### src/sv/splr_pkg.sv
`default_nettype none
// ----------------------------------------------------------------------------
// splr_pkg
// Shared widths, register map and reset values of the spectrum resampler.
// ----------------------------------------------------------------------------
package splr_pkg;

    localparam int WL_W     = 12;
    localparam int IRR_W    = 32;
    localparam int STEP_W   = 8;
    localparam int COUNT_W  = 7;
    localparam int INDEX_W  = 6;
    localparam int X_W      = 15;
    localparam int NUM_W    = 48;
    localparam int DIV_BITS = 4;

    localparam int MAX_RESULTS = 64;

    localparam logic [WL_W-1:0]    GRID_START_RST = 12'd405;
    localparam logic [STEP_W-1:0]  GRID_STEP_RST  = 8'd5;
    localparam logic [COUNT_W-1:0] GRID_COUNT_RST = 7'd61;

    typedef enum logic [1:0] {
        REG_GRID_START = 2'd0,
        REG_GRID_STEP  = 2'd1,
        REG_GRID_COUNT = 2'd2
    } reg_idx_t;

    typedef struct packed {
        logic              start;
        logic [NUM_W-1:0]  dividend;
        logic [WL_W-1:0]   divisor;
    } div_req_t;

endpackage
`default_nettype wire

### src/sv/splr_div.sv
`default_nettype none
// ----------------------------------------------------------------------------
// splr_div
// Restoring unsigned divider, several quotient bits per cycle.
// ----------------------------------------------------------------------------
module splr_div (
    input  wire logic                         aclk,
    input  wire logic                         aresetn,
    input  wire splr_pkg::div_req_t           req,
    output logic                              done,
    output logic [splr_pkg::NUM_W-1:0]        quotient
);

    localparam int STEPS = splr_pkg::NUM_W / splr_pkg::DIV_BITS;
    localparam int CW    = $clog2(STEPS + 1);
    localparam int RW    = splr_pkg::WL_W + 1;

    logic                         busy_reg;
    logic [CW-1:0]                cnt_reg;
    logic                         done_reg;
    logic [splr_pkg::NUM_W-1:0]   quo_reg, quo_next;
    logic [RW-1:0]                rem_reg, rem_next;
    logic [splr_pkg::WL_W-1:0]    dvs_reg;

    always_comb begin
        logic [RW-1:0]              r;
        logic [splr_pkg::NUM_W-1:0] q;
        r = rem_reg;
        q = quo_reg;
        for (int i = 0; i < splr_pkg::DIV_BITS; i++) begin
            r = {r[RW-2:0], q[splr_pkg::NUM_W-1]};
            q = {q[splr_pkg::NUM_W-2:0], 1'b0};
            if (r >= {1'b0, dvs_reg}) begin
                r    = r - {1'b0, dvs_reg};
                q[0] = 1'b1;
            end
        end
        rem_next = r;
        quo_next = q;
    end

    always_ff @(posedge aclk) begin
        if (!aresetn) begin
            busy_reg <= 1'b0;
            cnt_reg  <= '0;
            done_reg <= 1'b0;
        end else begin
            done_reg <= 1'b0;
            if (req.start) begin
                busy_reg <= 1'b1;
                cnt_reg  <= CW'(STEPS);
                quo_reg  <= req.dividend;
                rem_reg  <= '0;
                dvs_reg  <= req.divisor;
            end else if (busy_reg) begin
                quo_reg <= quo_next;
                rem_reg <= rem_next;
                cnt_reg <= cnt_reg - 1'b1;
                if (cnt_reg == CW'(1)) begin
                    busy_reg <= 1'b0;
                    done_reg <= 1'b1;
                end
            end
        end
    end

    assign done     = done_reg;
    assign quotient = quo_reg;

endmodule
`default_nettype wire

### src/sv/spectrum_linear_resampler_top.sv
`default_nettype none
// ----------------------------------------------------------------------------
// spectrum_linear_resampler_top
// Loads (wavelength, irradiance) pairs and emits a linearly resampled grid.
// ----------------------------------------------------------------------------
// Pairs are taken one word per cycle into two dual-read memories until a word
// with tlast arrives; the input then stalls while grid_count results are sent.
// Result 0 is read and sent without interpolation. Each interpolated result takes a
// read and compare per segment advance of the walk, then read, multiply, radix-16
// divider and output load; a stalled output holds the sequencer.
// ----------------------------------------------------------------------------
module spectrum_linear_resampler_top #(
    parameter int MAX_POINTS = 32
) (
    input  wire logic        aclk,
    input  wire logic        aresetn,
    // fields: wavelength_nm[11:0], irradiance_in[43:12], zero fill
    input  wire logic [47:0] s_tdata,
    input  wire logic        s_tvalid,
    input  wire logic        s_tlast,
    output logic             s_tready,
    // fields: sample_index[5:0], irradiance_out[37:6], zero fill
    output logic [39:0]      m_tdata,
    output logic             m_tvalid,
    output logic             m_tlast,
    input  wire logic        m_tready,
    input  wire logic        psel,
    input  wire logic        penable,
    input  wire logic        pwrite,
    input  wire logic [3:0]  paddr,
    input  wire logic [31:0] pwdata,
    output logic [31:0]      prdata,
    output logic             pready
);

    localparam int IDXW = $clog2(MAX_POINTS);
    localparam int CNTW = $clog2(MAX_POINTS + 1);
    localparam int WL_W = splr_pkg::WL_W;
    localparam int IR_W = splr_pkg::IRR_W;
    localparam int X_W  = splr_pkg::X_W;
    localparam int NW   = splr_pkg::NUM_W;

    typedef enum logic [2:0] {
        S_LOAD, S_RD, S_EV, S_MUL, S_PREP, S_DIV, S_OUT
    } state_t;

    state_t                      state_reg;
    logic [WL_W-1:0]             start_reg;
    logic [splr_pkg::STEP_W-1:0] step_reg;
    logic [splr_pkg::COUNT_W-1:0] count_reg;

    logic [CNTW-1:0]             cnt_reg, n_reg;
    logic [IDXW-1:0]             seg_reg;
    logic [splr_pkg::INDEX_W-1:0] k_reg;
    logic [splr_pkg::COUNT_W-1:0] total_reg;
    logic [X_W-1:0]              x_reg;

    logic [WL_W-1:0]             wl_mem [MAX_POINTS];
    logic [IR_W-1:0]             ir_mem [MAX_POINTS];
    logic [WL_W-1:0]             wa_reg, wb_reg;
    logic [IR_W-1:0]             ya_reg, yb_reg;

    logic [WL_W-1:0]             den_reg;
    logic signed [IR_W:0]        diff_reg;
    logic signed [15:0]          dx_reg;
    logic signed [48:0]          prod_reg;
    logic                        neg_reg;
    logic [IR_W-1:0]             res_reg;

    logic [splr_pkg::INDEX_W-1:0] m_idx_reg;
    logic [IR_W-1:0]             m_irr_reg;
    logic                        m_valid_reg, m_last_reg;

    splr_pkg::div_req_t          div_req;
    logic                        div_done;
    logic [NW-1:0]               div_q;

    logic                        s_acc, cfg_wr, use_first, walk, out_free, k_last;
    logic                        out_load;
    logic [IDXW-1:0]             addr_a, addr_b;
    logic [CNTW-1:0]             n_next;
    logic [NW-1:0]               mag;
    logic signed [NW+1:0]        r_sum;
    logic [IR_W-1:0]             r_sat;
    logic [splr_pkg::COUNT_W-1:0] total_next;

    assign s_tready = (state_reg == S_LOAD);
    assign s_acc    = s_tvalid && s_tready;
    assign cfg_wr   = psel && penable && pwrite && pready;
    assign pready   = 1'b1;

    always_comb begin
        prdata = '0;
        unique case (paddr[3:2])
            splr_pkg::REG_GRID_START: prdata = {20'd0, start_reg};
            splr_pkg::REG_GRID_STEP:  prdata = {24'd0, step_reg};
            splr_pkg::REG_GRID_COUNT: prdata = {25'd0, count_reg};
            default:                  prdata = '0;
        endcase
    end

    assign n_next     = (cnt_reg < CNTW'(MAX_POINTS)) ? cnt_reg + 1'b1 : cnt_reg;
    assign total_next = (count_reg == '0) ? splr_pkg::COUNT_W'(1) :
                        (count_reg > splr_pkg::COUNT_W'(splr_pkg::MAX_RESULTS)) ?
                        splr_pkg::COUNT_W'(splr_pkg::MAX_RESULTS) : count_reg;
    assign use_first  = (k_reg == '0) || (n_reg < CNTW'(2));
    assign addr_a     = use_first ? '0 : seg_reg;
    assign addr_b     = seg_reg + 1'b1;
    assign walk       = ((CNTW+1)'(seg_reg) + (CNTW+1)'(2) < (CNTW+1)'(n_reg)) &&
                        (x_reg >= X_W'(wb_reg));
    assign out_free   = !m_valid_reg || m_tready;
    assign out_load   = (state_reg == S_OUT) && out_free;
    assign k_last     = ({1'b0, k_reg} == total_reg - 1'b1);
    assign mag        = prod_reg[48] ? NW'(-prod_reg) : NW'(prod_reg);

    assign div_req.start    = (state_reg == S_PREP);
    assign div_req.dividend = mag + NW'(den_reg >> 1);
    assign div_req.divisor  = den_reg;

    assign r_sum = neg_reg ? $signed({18'd0, ya_reg}) - $signed({2'b00, div_q})
                           : $signed({18'd0, ya_reg}) + $signed({2'b00, div_q});
    assign r_sat = r_sum[NW+1] ? '0 : (|r_sum[NW:IR_W]) ? '1 : r_sum[IR_W-1:0];

    splr_div u_div (
        .aclk     (aclk),
        .aresetn  (aresetn),
        .req      (div_req),
        .done     (div_done),
        .quotient (div_q)
    );

    always_ff @(posedge aclk) begin
        if (s_acc && (cnt_reg < CNTW'(MAX_POINTS))) begin
            wl_mem[cnt_reg[IDXW-1:0]] <= s_tdata[11:0];
            ir_mem[cnt_reg[IDXW-1:0]] <= s_tdata[43:12];
        end
    end

    always_ff @(posedge aclk) begin
        if (state_reg == S_RD) begin
            wa_reg <= wl_mem[addr_a];
            wb_reg <= wl_mem[addr_b];
            ya_reg <= ir_mem[addr_a];
            yb_reg <= ir_mem[addr_b];
        end
    end

    always_ff @(posedge aclk) begin
        if (!aresetn) begin
            start_reg <= splr_pkg::GRID_START_RST;
            step_reg  <= splr_pkg::GRID_STEP_RST;
            count_reg <= splr_pkg::GRID_COUNT_RST;
        end else if (cfg_wr) begin
            unique case (paddr[3:2])
                splr_pkg::REG_GRID_START: start_reg <= pwdata[WL_W-1:0];
                splr_pkg::REG_GRID_STEP:  step_reg  <= pwdata[splr_pkg::STEP_W-1:0];
                splr_pkg::REG_GRID_COUNT: count_reg <= pwdata[splr_pkg::COUNT_W-1:0];
                default: ;
            endcase
        end
    end

    always_ff @(posedge aclk) begin
        if (!aresetn) begin
            state_reg   <= S_LOAD;
            cnt_reg     <= '0;
            m_valid_reg <= 1'b0;
        end else begin
            if (m_valid_reg && m_tready && !out_load) begin
                m_valid_reg <= 1'b0;
            end
            unique case (state_reg)
                S_LOAD: begin
                    if (s_acc) begin
                        if (s_tlast) begin
                            cnt_reg   <= '0;
                            n_reg     <= n_next;
                            seg_reg   <= (n_next >= CNTW'(3)) ? IDXW'(1) : '0;
                            k_reg     <= '0;
                            x_reg     <= X_W'(start_reg);
                            total_reg <= total_next;
                            state_reg <= S_RD;
                        end else begin
                            cnt_reg <= n_next;
                        end
                    end
                end
                S_RD: state_reg <= S_EV;
                S_EV: begin
                    if (use_first) begin
                        res_reg   <= ya_reg;
                        state_reg <= S_OUT;
                    end else if (walk) begin
                        seg_reg   <= seg_reg + 1'b1;
                        state_reg <= S_RD;
                    end else if (wb_reg <= wa_reg) begin
                        res_reg   <= ya_reg;
                        state_reg <= S_OUT;
                    end else begin
                        den_reg   <= wb_reg - wa_reg;
                        diff_reg  <= $signed({1'b0, yb_reg}) - $signed({1'b0, ya_reg});
                        dx_reg    <= $signed({1'b0, x_reg}) - $signed({4'd0, wa_reg});
                        state_reg <= S_MUL;
                    end
                end
                S_MUL: begin
                    prod_reg  <= diff_reg * dx_reg;
                    state_reg <= S_PREP;
                end
                S_PREP: begin
                    neg_reg   <= prod_reg[48];
                    state_reg <= S_DIV;
                end
                S_DIV: begin
                    if (div_done) begin
                        res_reg   <= r_sat;
                        state_reg <= S_OUT;
                    end
                end
                S_OUT: begin
                    if (out_free) begin
                        m_valid_reg <= 1'b1;
                        m_idx_reg   <= k_reg;
                        m_irr_reg   <= res_reg;
                        m_last_reg  <= k_last;
                        if (k_last) begin
                            state_reg <= S_LOAD;
                        end else begin
                            if (k_reg != '0) begin
                                x_reg <= x_reg + X_W'(step_reg);
                            end
                            k_reg     <= k_reg + 1'b1;
                            state_reg <= S_RD;
                        end
                    end
                end
                default: state_reg <= S_LOAD;
            endcase
        end
    end

    assign m_tvalid = m_valid_reg;
    assign m_tlast  = m_last_reg;
    assign m_tdata  = {2'b00, m_irr_reg, m_idx_reg};

    a_fill_bound: assert property (@(posedge aclk) disable iff (!aresetn)
        cnt_reg <= CNTW'(MAX_POINTS))
        else $error("fill count beyond store depth");

    a_seg_bound: assert property (@(posedge aclk) disable iff (!aresetn)
        (state_reg != S_LOAD) && (n_reg >= CNTW'(2)) |->
        ((CNTW+1)'(seg_reg) + (CNTW+1)'(1) < (CNTW+1)'(n_reg)))
        else $error("segment pointer past loaded pairs");

    a_div_done: assert property (@(posedge aclk) disable iff (!aresetn)
        div_done |-> (state_reg == S_DIV))
        else $error("divider finished outside of divide state");

    a_no_load_busy: assert property (@(posedge aclk) disable iff (!aresetn)
        (state_reg == S_DIV) |=> !s_tready)
        else $error("input accepted during burst");

endmodule
`default_nettype wire
### config.mk
export PLATFORM = sky130hd
export DESIGN_NAME = spectrum_linear_resampler_top
export DESIGN_NICKNAME = d
export VERILOG_FILES = /design/src/sv/splr_pkg.sv /design/src/sv/splr_div.sv /design/src/sv/spectrum_linear_resampler_top.sv
export SDC_FILE = /design/constraint.sdc
export NUM_CORES = 2
export LEC_CHECK = 0
export ABC_AREA = 1
export BUFFER_PORTS_ARGS = -buffer_cell sky130_fd_sc_hd__clkbuf_2
export CORE_UTILIZATION = 35
export DETAILED_ROUTE_END_ITERATION = 8
export PLACE_DENSITY = 0.5
export SYNTH_ARGS = -nofsm -noshare
export SYNTH_HDL_FRONTEND = slang
export SYNTH_SLANG_ARGS = --single-unit
### constraint.sdc
create_clock -name aclk -period 12.8 [get_ports aclk]
set_input_delay 0 -clock aclk [delete_from_list [all_inputs] [get_ports aclk]]
set_output_delay 0 -clock aclk [all_outputs]
set_load 0.05 [all_outputs]
## Word-level counts from Yosys, hierarchy flattened

Memory sizes are Yosys's and may differ from the RTL's. A register that Yosys moved wholly into a read port is not among the register bits.
Index checks and enable logic that the tools add are counted.

| cells by class | value |
|---|---|
| $add $sub $neg | 18 |
| $mul | 1 |
| divide/modulo/power cells | 0 |
| magnitude comparators | 11 |
| equal/unequal tests | 20 |
| shift operators | 0 |
| multiplexer cells | 62 |
| bitwise logic cells | 5 |
| reductions and logical operators | 40 |

Operators with widths:

| operator | number |
|---|---|
| two-way mux 32 bit | 6 |
| two-way mux 48 bit | 3 |
| two-way mux 15 bit | 5 |
| case mux 32 bit (2 select lines) | 1 |
| two-way mux 12 bit | 5 |
| subtractor 12 bit | 5 |
| >= comparator 13 x 12 -> 1 bit | 4 |
| two-way mux 50 bit | 1 |
| adder 32 x 48 -> 49 bit | 1 |
| multiplier 33 x 16 -> 49 bit | 1 |
| subtractor 32 x 48 -> 49 bit | 1 |
| adder 48 x 11 -> 48 bit | 1 |
| negation 48 bit | 1 |
| two-way mux 6 bit | 6 |
| case mux 12 bit (3 select lines) | 1 |
| subtractor 32 x 32 -> 33 bit | 1 |
| case mux 15 bit (2 select lines) | 1 |
| two-way mux 5 bit | 5 |
| two-way mux 3 bit | 7 |
| case mux 3 bit (7 select lines) | 1 |
| OR reduction 17 bit | 1 |
| subtractor 15 x 12 -> 16 bit | 1 |
| adder 15 x 8 -> 15 bit | 1 |
| >= comparator 15 x 12 -> 1 bit | 1 |
| 44 further kinds | 96 |

| storage, ports and cells | value |
|---|---|
| register bits | 336 |
| bits in latches | 0 |
| bits in writable memories | 1408 |
| memory bits (read-only) | 0 |
| bits of input ports | 92 |
| output and inout bits | 76 |
| logic and storage cells | 187 |
| memories kept | 2 |

Memory list:

| memory | words | width | rd ports | clocked after Yosys merged registers in | write ports | RTL line | source |
|---|---|---|---|---|---|---|---|
| ir_mem | 32 | 32 | 2 | 2 | 1 | spectrum_linear_resampler_top.sv:59 | `logic [IR_W-1:0] ir_mem [MAX_POINTS];` |
| wl_mem | 32 | 12 | 2 | 2 | 1 | spectrum_linear_resampler_top.sv:58 | `logic [WL_W-1:0] wl_mem [MAX_POINTS];` |

## Logic depth before layout (Yosys ltp)

| logic depth | value |
|---|---|
| depth after elaboration | 10 |
| gate-level depth with buffers | 48 |
| gate-level depth less buffers | 46 |

## Modules after synthesis

A second synthesis with hierarchy kept.

| unflattened totals | value |
|---|---|
| cells, all modules | 13419 |
| area total of the unflattened synthesis | 118901.5 um^2 |

Modules (own cells, without submodules):

| module | instances | cells each | area each (um^2) | seq. area each (um^2) |
|---|---|---|---|---|
| spectrum_linear_resampler_top | 1 | 12639 | 112838.2 | 52300.2 |
| splr_div | 1 | 780 | 6063.3 | 2282.2 |

## Worst setup path before layout

Ideal clock, no wire load.

| path | value |
|---|---|
| path kind | reg2reg |
| start point | reg wa_reg[0] (read register of wl_mem) |
| end point | reg den_reg[0] (enable) |
| setup time | 0.807 ns |
| arrival | 11.481 ns |
| data required time | 11.993 ns |
| slack | 0.511 ns |
| stages on the path, launching flop included | 14 |
| path buffers | 0 |
| period minus slack after synthesis | 12.289 ns |
| cell sequence | edfxtp_1 -> ha_1 -> fa_1 -> o21ai_0 -> nand2_1 -> nand2_1 -> a21oi_1 -> o21bai_1 -> nand2_1 -> inv_1 -> nor2_1 -> o21bai_1 -> nand2_1 -> a2111oi_0 |

| between the ends | value |
|---|---|
| cells in the longest elaborated chain, start to end | 3 |

RTL lines:

| element | RTL line | source |
|---|---|---|
| start, declared | spectrum_linear_resampler_top.sv:60 | `logic [WL_W-1:0] wa_reg, wb_reg;` |
| <= comparator 12 bit | spectrum_linear_resampler_top.sv:196 | `end else if (wb_reg <= wa_reg) begin` |
| NOT 1 bit (no line) | - |  |
| AND reduction 5 bit (no line) | - |  |
| end signal, assigned | spectrum_linear_resampler_top.sv:200 | `den_reg <= wb_reg - wa_reg;` |
| end, declared | spectrum_linear_resampler_top.sv:63 | `logic [WL_W-1:0] den_reg;` |

No other way between the ends.
A chain may end at the register's enable or synchronous reset.

## Final worst setup path

| path | value |
|---|---|
| start point | reg u_div.dvs_reg[1] (netlist name) |
| end point | reg u_div.rem_reg[7], data pin |

| between the ends | value |
|---|---|
| cells in the longest elaborated chain, start to end | 9 |
| elaborated cells on any way between the ends | 13 |
| those cells by class | add/sub: 4; order compare: 4; mux: 5 |

RTL lines:

| element | RTL line | source |
|---|---|---|
| start, declared | splr_div.sv:23 | `logic [splr_pkg::WL_W-1:0] dvs_reg;` |
| start signal, assigned | splr_div.sv:54 | `dvs_reg <= req.divisor;` |
| subtractor 12 bit / >= comparator 13 x 12 -> 1 bit (equally long branches) | splr_div.sv:34, splr_div.sv:33 |  |
| two-way mux 12 bit | splr_div.sv:33 | `if (r >= {1'b0, dvs_reg}) begin` |
| subtractor 12 bit / >= comparator 13 x 12 -> 1 bit (equally long branches) | splr_div.sv:34, splr_div.sv:33 |  |
| two-way mux 12 bit | splr_div.sv:33 |  |
| subtractor 12 bit / >= comparator 13 x 12 -> 1 bit (equally long branches) | splr_div.sv:34, splr_div.sv:33 |  |
| two-way mux 12 bit | splr_div.sv:33 |  |
| subtractor 12 bit / >= comparator 13 x 12 -> 1 bit (equally long branches) | splr_div.sv:34, splr_div.sv:33 |  |
| two-way mux 12 bit * | splr_div.sv:33 |  |
| two-way mux 12 bit * | splr_div.sv:55 | `end else if (busy_reg) begin` |
| end signal, assigned | splr_div.sv:57 | `rem_reg <= rem_next;` |
| end, declared | splr_div.sv:22 | `logic [RW-1:0] rem_reg, rem_next;` |

Every way passes the cells marked *; elsewhere a longest branch is shown, timed or not. The select of a mux whose other input is x is not followed.

==> impl_metrics.yaml <==
synth:
  synth.distinct_cells: 70
  synth_edf_count: 1789
  async_flop_share: 0
  ys.flop_type: "edfxtp_1"
  syn-cell-area_mm2: 0.119
  yosysSeqAreaShare: 0.460
  synth_seq_cells: 1832
  synth_warnings: 0
  synth_area_per_cell_um2: 8.96
  syn_inst: 13247
finish:
  final_layout_size_suffix_gt1_frac: 0.0831
  fill_cells: 33904
  nets: 13999
  design_area_mm2: 0.131
  syn_to_final_growth_pct: 10.8
  largest_reg_flops: 1024
critical_path:
  crit_slowest_cell: "edfxtp_1"
  arrival_ns: 9.71
  critPathMaxFanout: 20
  crit_required_ns: 13.49
  crit_path_max_incr_delay_ns: 0.49
  cp-start-kind: "flop"
  worstSetupEndpointType: "flop"
  rr_worst_depth: 45
  path_class: "reg -> reg"
  crit_top_cell: "nand2_1"
placement:
  port_buffers: 118
  place_area_mm2: 0.124
  finalWeightedCongestion: 0.946
  hpwl_mm: 268
power_and_ir_drop:
  p_leak_nw: 51.0
  switchingPower_mw: 4.78
  p_comb_frac: 0.186
  seqPwrFrac: 0.429
  p_per_area_mw_per_mm2: 120
  irDropWorstVdd_mv: 0.110
  p_sw_frac: 0.303
  p_int_mw: 11.0
  p_clk_frac: 0.385
routing:
  first_iter_violations: 9600
  drc: 0
  viasPerCell: 5.45
  drt-met1-wl_mm: 185
  routed.top_layer: "met5"
  via_count: 96891
  dr.pass1.iters: 7
  wl_met2_mm: 204
  ant_nets: 0
  routed-wl-met3_mm: 33.4
  wirelength_mm: 439
  wl_per_cell_um: 24.7
clock_tree:
  post_cts_buffers: 0
  cts_tree: "built"
  root_buffer: "clkbuf_16"
  post_cts_resized: 0
  clkSinkCount: 1832
  htree_levels: 4
  cts_made_buffers: 215
  clk_pin_slew_ns: 0.06
  clk_latency_ns: 0.94
  cts_buffer_depth: 4
timing:
  layout_worst_path_cycle_share: 0.705
  rsz0062_at_grt: "no"
  slew_violations: 0
  fmax_ghz: 0.111
  setup_viol: 0
  slew_headroom: 0.0820
  tns_ns: 0
  timing_hold_violations_final: 0
  worst_clock_skew_ns: 0.109
  fin_crit_ns: 9.02
  tightest_slew_ns: 1.38
die:
  io_pins: 168
  start_util: 0.352
  dieWidth_um: 584
  rows: 213
  die_area_mm2: 0.342
  fp.dieH_um: 584
  core-area_mm2: 0.337
global_routing:
  groute.usage.overall: 0.252
  antenna_found_initial: 48
  grt_pass1_vias: 93755
  grt_overflow: 0
  grt_pass1_wl_mm: 638
  grt_max_degree: 171
run_status:
  status: "finished clean"
hold_path:
  whs_path_depth: 4
  worstHoldPathType: "in -> reg"
flow_run:
  cap_violations: 0
worst max-delay path: cells and delay by family, from the launching register on:
family / cells / cell delay, ns
AOI/OAI and AO/OA: 15 / 2.87
adders and majority gates: 4 / 1.35
buffers and inverters: 6 / 1.39
DFF: 1 / 0.49
and+or+nand+nor: 20 / 2.72
worst paths after layout:
| kind | start | endpoint | slack (ns) |
|---|---|---|---|
| setup reg to reg | u_div.dvs_reg[1] | u_div.rem_reg[7] | 3.78 |
| hold / removal | aresetn | count_reg[2] | 0.13 |
| hold reg to reg | res_reg[24] | m_irr_reg[24] | 0.42 |
| setup / recovery | u_div.dvs_reg[1] | u_div.rem_reg[7] | 3.78 |
layout make-up:
cell class | count | area (µm²) | area share
Sequential cell | 1832 | 54600 | 0.415
Antenna cell | 13 | 32.5 | 0.000247
Clock buffer | 265 | 5700 | 0.0433
Tap cell | 4515 | 5650 | 0.0430
Clock inverter | 128 | 1140 | 0.00867
Multi-Input combinational cell | 9116 | 55600 | 0.423
Timing Repair Buffer | 392 | 3040 | 0.0231
Inverter | 1507 | 5720 | 0.0435
cells in the final DEF (no fill, tap or decap), types with 20 or more instances in the layout:
| cell | Yosys | routed |
|---|---|---|
| nand2_1 | 1926 | 1923 |
| nor2_1 | 1905 | 1865 |
| edfxtp_1 | 1789 | 1789 |
| inv_1 | 1471 | 1468 |
| o21ai_0 | 1417 | 1417 |
| nand3_1 | 818 | 818 |
| fa_1 | 511 | 511 |
| a21oi_1 | 411 | 410 |
| ha_1 | 332 | 331 |
| or2_2 | 319 | 319 |
| o211ai_1 | 300 | 300 |
| o221ai_1 | 264 | 264 |
| clkbuf_16 | 0 | 221 |
| buf_4 | 31 | 171 |
| xor2_1 | 172 | 170 |
| a31oi_1 | 168 | 168 |
| clkbuf_2 | 5 | 118 |
| dlygate4sd3_1 | 0 | 90 |
| nand4_1 | 84 | 84 |
| xnor2_1 | 77 | 76 |
| nor3_1 | 60 | 57 |
| clkinv_1 | 8 | 55 |
| nor2_4 | 7 | 47 |
| a32oi_1 | 45 | 45 |
| o22ai_1 | 45 | 45 |
| clkbuf_1 | 623 | 44 |
| dfxtp_1 | 43 | 43 |
| clkinv_2 | 0 | 41 |
| o21ai_1 | 30 | 30 |
| nor2_2 | 25 | 25 |
| inv_2 | 28 | 25 |
| conb_1 | 2 | 23 |
| o21bai_1 | 20 | 20 |
metal layers:
layer	vias up	GRT usage
met4	44	0.0903
met1	47568	0.336
met3	816	0.0392
met5	-	0
li1	44658	-
met2	3805	0.414
through the flow:
step,power [mW],cells,hold slack [ns],utilization,setup WS (ns)
floorplan,8.68,13268,0.0989,-,0.511
global route,16.4,17761,0.160,0.390,2.84
CTS,15.9,17755,0.0638,0.390,3.82
global placement,9.77,17272,0.234,0.367,3.81
finish,15.8,17768,0.130,0.390,3.78
detailed placement,9.77,17272,0.229,0.367,3.86
cells in the mapped netlist, types with 172 or more instances:
cell | instances | area [µm²]
a21oi_1 | 411 | 2060
clkbuf_1 | 623 | 2340
edfxtp_1 | 1789 | 53700
fa_1 | 511 | 10200
ha_1 | 332 | 4150
inv_1 | 1471 | 5520
nand2_1 | 1926 | 7230
nand3_1 | 818 | 4090
nor2_1 | 1905 | 7150
o211ai_1 | 300 | 2250
o21ai_0 | 1417 | 7090
o221ai_1 | 264 | 2310
or2_2 | 319 | 2000
xor2_1 | 172 | 1510
logic make-up after synthesis:
kind of cell,Yosys count,share of synthesized area
and+or+nand+nor,5222,0.187
AOI/OAI and AO/OA,2777,0.138
muxes,1,0.0000843
other,2,0.0000633
adders and majority gates,843,0.121
xor gates and xnor gates,250,0.0185
buffers and inverters,2320,0.0758
DFF,1832,0.460
power by group through the flow:
| stage | Combinational, mW | Sequential (mW) | Clock [mW] |
|---|---|---|---|
| 6_report | 2.93 | 6.78 | 6.08 |
| 5_1_grt | 3.17 | 6.78 | 6.39 |
| 3_5_place_dp | 2.86 | 6.90 | 0 |
| 4_1_cts | 2.90 | 6.78 | 6.18 |
| 2_1_floorplan | 1.81 | 6.87 | 0 |
| 3_3_place_gp | 2.87 | 6.90 | 0 |
timing repair:
action / in CTS / in global routing
setup endpoints to repair: 0 / 0
hold endpoints to repair: 1470 / 0
hold buffers: 90 / 0
Power figures use the tool's default switching activity.
